==> config.mk <==
export PLATFORM = sky130hd
export DESIGN_NAME = bit_run_length_encoder_core_flat
export DESIGN_NICKNAME = d
export VERILOG_FILES = /design/src/hdl/brle_pkg.sv /design/src/hdl/brle_in_if.sv /design/src/hdl/brle_out_if.sv /design/src/hdl/brle_front.sv /design/src/hdl/brle_back.sv /design/src/hdl/bit_run_length_encoder_core.sv /design/src/flat_wrapper.sv
export SDC_FILE = /design/constraint.sdc
export NUM_CORES = 1
export LEC_CHECK = 0
export BUFFER_PORTS_ARGS = -buffer_cell sky130_fd_sc_hd__buf_2
export CELL_PAD_IN_SITES_DETAIL_PLACEMENT = 0
export CELL_PAD_IN_SITES_GLOBAL_PLACEMENT = 1
export CORE_ASPECT_RATIO = 1.4
export CORE_MARGIN = 4
export CORE_UTILIZATION = 51
export DETAILED_ROUTE_END_ITERATION = 7
export PLACE_DENSITY = 0.83
export RECOVER_POWER = 100
export SLEW_MARGIN = 20
export SYNTH_ARGS = -nofsm -noshare
export SYNTH_HDL_FRONTEND = slang
export SYNTH_SLANG_ARGS = --single-unit
==> constraint.sdc <==
create_clock -name clk -period 7.2 [get_ports clk]
set_input_delay 1.44 -clock clk [delete_from_list [all_inputs] [get_ports clk]]
set_output_delay 1.44 -clock clk [all_outputs]
set_load 0.02 [all_outputs]
==> src/hdl/brle_pkg.sv <==
// Shared types and constants for the bit run-length encoder.
package brle_pkg;

    localparam int BITS_PER_BYTE = 8;
    localparam int BIT_CNT_W     = $clog2(BITS_PER_BYTE);
    localparam int RUN_LEN_W     = 7;
    localparam logic [RUN_LEN_W-1:0] RUN_MAX = {RUN_LEN_W{1'b1}};

    localparam int QUEUE_DEPTH = 2;
    localparam int QPTR_W      = $clog2(QUEUE_DEPTH);
    localparam int QCNT_W      = $clog2(QUEUE_DEPTH + 1);

    typedef struct packed {
        logic [BITS_PER_BYTE-1:0] data_byte;
        logic                     last_byte;
    } q_item_t;

    typedef enum logic [1:0] {
        ST_IDLE,
        ST_BITS,
        ST_FLUSH
    } eng_state_t;

endpackage

==> src/hdl/brle_in_if.sv <==
// Byte input channel: valid/ready with byte and end-of-stream mark.
interface brle_in_if;
    logic       valid;
    logic       ready;
    logic [7:0] data_byte;
    logic       last_byte;

    modport source (output valid, output data_byte, output last_byte, input ready);
    modport sink   (input valid, input data_byte, input last_byte, output ready);
endinterface

==> src/hdl/brle_out_if.sv <==
// Code output channel: valid/ready with run code and end-of-stream mark.
interface brle_out_if;
    logic       valid;
    logic       ready;
    logic [7:0] run_code;
    logic       last_code;

    modport source (output valid, output run_code, output last_code, input ready);
    modport sink   (input valid, input run_code, input last_code, output ready);
endinterface

==> src/hdl/brle_front.sv <==
// Front end: accepts input bytes into a short queue ahead of the bit engine.
module brle_front
(
    input  logic             clk,
    input  logic             rst_n,
    brle_in_if.sink          in_ch,
    output logic             q_valid,
    output brle_pkg::q_item_t q_item,
    input  logic             q_ready
);
    import brle_pkg::*;

    q_item_t            mem_reg [QUEUE_DEPTH];
    logic [QPTR_W-1:0]  wr_ptr_reg, wr_ptr_next;
    logic [QPTR_W-1:0]  rd_ptr_reg, rd_ptr_next;
    logic [QCNT_W-1:0]  cnt_reg, cnt_next;
    logic               wr_en;
    logic               rd_en;

    assign in_ch.ready = (cnt_reg != QCNT_W'(QUEUE_DEPTH));
    assign wr_en       = in_ch.valid && in_ch.ready;
    assign q_valid     = (cnt_reg != '0);
    assign rd_en       = q_valid && q_ready;
    assign q_item      = mem_reg[rd_ptr_reg];

    always_comb
    begin
        wr_ptr_next = wr_en ? wr_ptr_reg + 1'b1 : wr_ptr_reg;
        rd_ptr_next = rd_en ? rd_ptr_reg + 1'b1 : rd_ptr_reg;
        cnt_next    = cnt_reg + QCNT_W'(wr_en) - QCNT_W'(rd_en);
    end

    always_ff @(posedge clk or negedge rst_n)
    begin
        if (!rst_n)
        begin
            wr_ptr_reg <= '0;
            rd_ptr_reg <= '0;
            cnt_reg    <= '0;
        end
        else
        begin
            wr_ptr_reg <= wr_ptr_next;
            rd_ptr_reg <= rd_ptr_next;
            cnt_reg    <= cnt_next;
        end
    end

    always_ff @(posedge clk)
    begin
        if (wr_en)
        begin
            mem_reg[wr_ptr_reg].data_byte <= in_ch.data_byte;
            mem_reg[wr_ptr_reg].last_byte <= in_ch.last_byte;
        end
    end

`ifndef SYNTH
    a_cnt_bound: assert property (@(posedge clk) disable iff (!rst_n)
        cnt_reg <= QCNT_W'(QUEUE_DEPTH))
        else $error("queue count past depth");
`endif

endmodule

==> src/hdl/brle_back.sv <==
// Back end: shifts queued bytes out one bit a cycle, unless a code waits on a stalled output, and emits run codes.
module brle_back
(
    input  logic              clk,
    input  logic              rst_n,
    input  logic              q_valid,
    input  brle_pkg::q_item_t q_item,
    output logic              q_ready,
    brle_out_if.source        out_ch
);
    import brle_pkg::*;

    eng_state_t                 state_reg, state_next;
    logic [BITS_PER_BYTE-1:0]   shift_reg;
    logic [BIT_CNT_W-1:0]       bit_cnt_reg;
    logic                       last_reg;
    logic                       run_bit_reg;
    logic [RUN_LEN_W-1:0]       run_len_reg;
    logic                       out_valid_reg;
    logic [7:0]                 out_code_reg;
    logic                       out_last_reg;

    logic bit_now;
    logic can_emit;
    logic need_emit;
    logic bit_go;
    logic flush_go;
    logic done_byte;
    logic load;
    logic emit;

    assign bit_now  = shift_reg[BITS_PER_BYTE-1];
    assign can_emit = !out_valid_reg || out_ch.ready;

    // control outputs
    always_comb
    begin
        need_emit = 1'b0;
        bit_go    = 1'b0;
        flush_go  = 1'b0;
        unique case (state_reg)
            ST_BITS:
            begin
                // close the open run on a bit change or a full run
                need_emit = (run_len_reg != '0) &&
                            ((bit_now != run_bit_reg) || (run_len_reg == RUN_MAX));
                bit_go    = !need_emit || can_emit;
            end
            ST_FLUSH:
            begin
                flush_go = can_emit;
            end
            default:
            begin
                need_emit = 1'b0;
            end
        endcase
        done_byte = bit_go && (bit_cnt_reg == BIT_CNT_W'(BITS_PER_BYTE - 1));
        load      = q_valid && ((state_reg == ST_IDLE) || (done_byte && !last_reg) || flush_go);
        emit      = (bit_go && need_emit) || flush_go;
    end

    assign q_ready = load;

    // next state
    always_comb
    begin
        state_next = state_reg;
        unique case (state_reg)
            ST_IDLE:
            begin
                if (load)
                    state_next = ST_BITS;
            end
            ST_BITS:
            begin
                if (done_byte)
                begin
                    if (last_reg)
                        state_next = ST_FLUSH;
                    else
                        state_next = load ? ST_BITS : ST_IDLE;
                end
            end
            ST_FLUSH:
            begin
                if (flush_go)
                    state_next = load ? ST_BITS : ST_IDLE;
            end
            default:
            begin
                state_next = ST_IDLE;
            end
        endcase
    end

    always_ff @(posedge clk or negedge rst_n)
    begin
        if (!rst_n)
        begin
            state_reg     <= ST_IDLE;
            bit_cnt_reg   <= '0;
            last_reg      <= 1'b0;
            run_bit_reg   <= 1'b0;
            run_len_reg   <= '0;
            out_valid_reg <= 1'b0;
        end
        else
        begin
            state_reg <= state_next;

            if (load)
            begin
                bit_cnt_reg <= '0;
                last_reg    <= q_item.last_byte;
            end
            else if (bit_go)
            begin
                bit_cnt_reg <= bit_cnt_reg + 1'b1;
            end

            if (bit_go)
            begin
                run_bit_reg <= bit_now;
                if ((run_len_reg == '0) || need_emit)
                    run_len_reg <= RUN_LEN_W'(1);
                else
                    run_len_reg <= run_len_reg + 1'b1;
            end
            else if (flush_go)
            begin
                // stream ends: drop back to the reset run
                run_bit_reg <= 1'b0;
                run_len_reg <= '0;
            end

            if (emit)
                out_valid_reg <= 1'b1;
            else if (out_ch.ready)
                out_valid_reg <= 1'b0;
        end
    end

    always_ff @(posedge clk)
    begin
        if (load)
            shift_reg <= q_item.data_byte;
        else if (bit_go)
            shift_reg <= {shift_reg[BITS_PER_BYTE-2:0], 1'b0};

        if (emit)
        begin
            out_code_reg <= {run_bit_reg, run_len_reg};
            out_last_reg <= flush_go;
        end
    end

    assign out_ch.valid     = out_valid_reg;
    assign out_ch.run_code  = out_code_reg;
    assign out_ch.last_code = out_last_reg;

`ifndef SYNTH
    a_emit_nonempty: assert property (@(posedge clk) disable iff (!rst_n)
        emit |-> (run_len_reg != '0))
        else $error("code emitted for an empty run");

    a_emit_room: assert property (@(posedge clk) disable iff (!rst_n)
        emit |-> can_emit)
        else $error("code overwrites an untaken result");

    a_run_open: assert property (@(posedge clk) disable iff (!rst_n)
        (state_reg == ST_BITS) && (bit_cnt_reg != '0) |-> (run_len_reg != '0))
        else $error("no open run in mid byte");
`endif

endmodule

==> src/hdl/bit_run_length_encoder_core.sv <==
// Bit run-length encoder top level: byte queue front end, serial bit engine back end.
// Throughput: one bit per cycle in the back-end engine, which loads the next byte, when one is
//   queued, as it shifts out the last bit of the current one; a byte marked last adds a flush
//   state for the final run code. Output stalls hold the engine only when it has a code to emit.
// Path: a byte is written into the queue, then loaded into the engine's shift register, and the
//   code that a bit closes is registered onto out_ch. Reset clears queue, run and output.
module bit_run_length_encoder_core
(
    input  logic       clk,
    input  logic       rst_n,
    brle_in_if.sink    in_ch,
    brle_out_if.source out_ch
);
    import brle_pkg::*;

    logic    q_valid;
    logic    q_ready;
    q_item_t q_item;

    brle_front u_front
    (
        .clk     (clk),
        .rst_n   (rst_n),
        .in_ch   (in_ch),
        .q_valid (q_valid),
        .q_item  (q_item),
        .q_ready (q_ready)
    );

    brle_back u_back
    (
        .clk     (clk),
        .rst_n   (rst_n),
        .q_valid (q_valid),
        .q_item  (q_item),
        .q_ready (q_ready),
        .out_ch  (out_ch)
    );

endmodule
==> src/flat_wrapper.sv <==
// flat-port wrapper written by rule: the top's interface ports become plain ports
module bit_run_length_encoder_core_flat import brle_pkg::*;
  (clk, rst_n, in_ch_valid, in_ch_data_byte, in_ch_last_byte, in_ch_ready, out_ch_valid, out_ch_run_code, out_ch_last_code, out_ch_ready);
  brle_in_if in_ch_i ();
  brle_out_if out_ch_i ();
  input  logic clk;
  input  logic rst_n;
  input wire logic [$bits(in_ch_i.valid)-1:0] in_ch_valid;
  input wire logic [$bits(in_ch_i.data_byte)-1:0] in_ch_data_byte;
  input wire logic [$bits(in_ch_i.last_byte)-1:0] in_ch_last_byte;
  output wire logic [$bits(in_ch_i.ready)-1:0] in_ch_ready;
  output wire logic [$bits(out_ch_i.valid)-1:0] out_ch_valid;
  output wire logic [$bits(out_ch_i.run_code)-1:0] out_ch_run_code;
  output wire logic [$bits(out_ch_i.last_code)-1:0] out_ch_last_code;
  input wire logic [$bits(out_ch_i.ready)-1:0] out_ch_ready;
  assign in_ch_i.valid = in_ch_valid;
  assign in_ch_i.data_byte = in_ch_data_byte;
  assign in_ch_i.last_byte = in_ch_last_byte;
  assign in_ch_ready = in_ch_i.ready;
  assign out_ch_valid = out_ch_i.valid;
  assign out_ch_run_code = out_ch_i.run_code;
  assign out_ch_last_code = out_ch_i.last_code;
  assign out_ch_i.ready = out_ch_ready;
  bit_run_length_encoder_core u_core (.clk(clk), .rst_n(rst_n), .in_ch(in_ch_i), .out_ch(out_ch_i));
endmodule
==> impl_metrics.ini <==
[routing]
drt-vias-per-instance = 6.10
postRouteAntennaNets = 0
vias = 1896
drc = 0
avgRoutedWirePerCell_um = 17.0
firstDrtPassIters = 4
routed_wl_um = 5280
first_iter_violations = 77

[setup_path]
path_cells = buf_2 -> nand2b_1 -> a22oi_1 -> nand2_1 -> a221o_1
cp_num_buf_inv = 1
crit_family = compound AO/OA/AOI/OAI gates
cp_max_fo = 12
critical_path_class = input pin to flip-flop
cp.required_ps = 7410
worstSetupPathDepth = 5
r2r-start = u_core.u_back.run_len_reg[0]$_DFFE_PN0P_
cp-end-kind = flip-flop
critPathSlowestCell = a22oi_1
crit_path_start_kind = input pin
cp.arrival_ps = 3450
crit_start = out_ch_ready
rr_worst_depth = 6
max_stage_delay_ps = 900

[yosys]
yosysSeqAreaShare = 0.560
async_flop_share = 0.352
syn_nets = 244
synthCells = 225
synth_enable_flop_cells = 35
ys_warn_count = 0
ys_types = 45
syn_avg_cell_area_um2 = 12.1
synth_flop_cell = edfxtp_1
syn-cell-area_mm2 = 0.00272
ys_ff_latch = 54

[floorplan]
die_area_mm2 = 0.00659
num_rows = 31
die_h_um = 94.5
core-area_mm2 = 0.00516
io_pins = 24
start_util = 0.528
die_x_um = 69.8

[timing]
worst_pin_slew_ps = 1110
finalCritPeriodShare = 0.450
finalSetupTns_ps = 0
grt_setup_unrepaired = false
hold_viol_final = 0
relSlewSlack = 0.259
finalClockSkew_ps = 9.89
worst_slack_ps = 3960
setup_violations = 0
min_period_ps = 3240
max_freq_mhz = 309
drv_slew = 0

[placed_design]
place_ws_ps = 3770
gp_congestion = 0.817
dpl.hpwl_um = 3710
io_buffer_count = 23
placedCellCount = 303

[min_path]
holdCritStartpoint = u_core.u_front.wr_ptr_reg$_DFFE_PN0P_
hold_depth = 1
min_path_type = flip-flop to flip-flop

[power_and_ir_drop]
ir_drop_uv = 197
p_leak_nw = 1.09
p_per_area_mw_per_mm2 = 462

[clocking]
ctsHoldBuffers = 0
cts_tree = yes
cts.sinks = 54
htree_levels = 2
cts_root_buffer = clkbuf_8
cts_buffer_depth = 2
clk_latency_ps = 320
numCtsBuffers = 5
post_cts_buffers = 0
clk_pin_slew_ps = 110
ctsResizeCount = 0

[finish]
nets = 263
diodes = 0
layout-drive-gt1-share = 0.0898
area_growth_pct = 6.48
final.fill_count = 467
largest_register_ffs = 18
fin_cells = 311

[global_routing]
track_usage = 0.170
grt_antenna_before_repair = 0
grt_pass1_vias = 1875
grt_overflow = 0
grt_start_max_net_pins = 20
grt_pass1_wl_um = 8890

[flow_run]
cap_violations = 0

[status]
outcome = completed
==> logic make-up after synthesis <==
logic type,after synthesis,synth area share
xor+xnor,5,0.0161
simple gates,67,0.135
fa+ha+maj,6,0.0276
buf+inv,20,0.0413
flops,54,0.560
compound gates,55,0.150
mux,18,0.0703
==> per-stage QoR <==
step	util	instance area [µm²]	hold slack, ps	power (mW)
4_1_cts	0.575	2960	511	1.38
3_3_place_gp	0.552	2850	486	1.16
3_5_place_dp	0.552	2850	496	1.17
2_1_floorplan	-	2720	461	1.04
6_report	0.562	2900	513	1.34
5_1_grt	0.562	2900	558	1.44
==> per-layer routing <==
layer	share of wire	vias to the layer above	track usage
met1	0.39	954	0.185
met2	0.55	34	0.313
met4	0.025	0	0.0783
li1	-	897	-
met5	0	-	0
met3	0.036	11	0.0373
==> cell usage in the layout, fill, tap and decap left out, drive strengths merged, types with 2 or more instances in the layout <==
| cell | netlist | final |
|---|---|---|
| nor2b | 5 | 5 |
| a31oi | 2 | 2 |
| ha | 6 | 6 |
| nor2 | 8 | 8 |
| a32o | 2 | 2 |
| nand2b | 5 | 5 |
| mux2i | 9 | 9 |
| dfrtp | 19 | 19 |
| nor3 | 9 | 9 |
| nand2 | 11 | 11 |
| buf | 10 | 9 |
| a21oi | 6 | 6 |
| inv | 8 | 9 |
| clkbuf | 2 | 20 |
| a22oi | 2 | 2 |
| o211ai | 17 | 17 |
| nand4 | 8 | 8 |
| and2 | 2 | 2 |
| and3 | 2 | 2 |
| nand3 | 13 | 13 |
| mux2 | 9 | 9 |
| o21ai | 13 | 13 |
| edfxtp | 35 | 35 |
| xnor2 | 4 | 4 |
| nor4b | 2 | 2 |
| o31ai | 4 | 4 |
| a21boi | 2 | 2 |
==> cells in the mapped netlist (2+ instances only) <==
library cell | instances | share of area
inv_1 | 8 | 0.011
dfrtp_1 | 19 | 0.17
a31oi_1 | 2 | 0.0046
o211ai_1 | 15 | 0.041
o211ai_2 | 2 | 0.0092
buf_6 | 4 | 0.017
nor2b_1 | 5 | 0.011
mux2_2 | 2 | 0.0083
a21boi_0 | 2 | 0.0055
nor3_1 | 9 | 0.017
nand2b_1 | 5 | 0.011
edfxtp_1 | 35 | 0.39
ha_1 | 6 | 0.028
and3_1 | 2 | 0.0046
nand2_1 | 11 | 0.015
xnor2_1 | 4 | 0.013
o21ai_1 | 2 | 0.0037
o21ai_0 | 10 | 0.018
o31ai_1 | 4 | 0.011
and2_1 | 2 | 0.0046
nor2_1 | 7 | 0.0096
nand4_1 | 8 | 0.018
mux2i_1 | 9 | 0.033
mux2_1 | 7 | 0.029
a21oi_1 | 6 | 0.011
nand3_1 | 13 | 0.024
buf_2 | 6 | 0.011
clkbuf_1 | 2 | 0.0028
a32o_1 | 2 | 0.0073
==> report_power, final <==
group	switching (mW)	total (mW)	internal, mW
combinational	0.380	0.573	0.193
sequential	0.0742	0.556	0.482
clock	0.106	0.212	0.106
==> worst register-to-register path, stage by stage, from the launching register on <==
cell	delay (ps)
dfrtp_1	480
inv_1	90
ha_1	150
nor4b_1	570
a31o_1	590
o21ai_0	370
nand2_1	410
==> layout make-up <==
cell class                      count  area [µm²]  area share
Clock buffer                        5        68.8      0.0237
Clock inverter                      3        48.8      0.0168
Inverter                            8        30.0      0.0104
Multi-Input combinational cell    151        1040       0.358
Sequential cell                    54        1530       0.526
Tap cell                           66        82.6      0.0285
Timing Repair Buffer               24         104      0.0358
==> final timing paths <==
path / slack (ps) / to
max: 3960 / u_core.u_back.state_reg[0]$_DFFE_PN0P_
max in group asynchronous: 5230 / u_core.u_front.rd_ptr_reg$_DFFE_PN0P_
max reg2reg: 4220 / u_core.u_back.shift_reg[2]$_DFFE_PP_
min in group asynchronous: 1300 / u_core.u_back.out_ch.valid$_DFFE_PN0P_
min: 510 / u_core.u_front.wr_ptr_reg$_DFFE_PN0P_
min reg2reg: 510 / u_core.u_front.wr_ptr_reg$_DFFE_PN0P_
(Power assumes the default switching activity.)
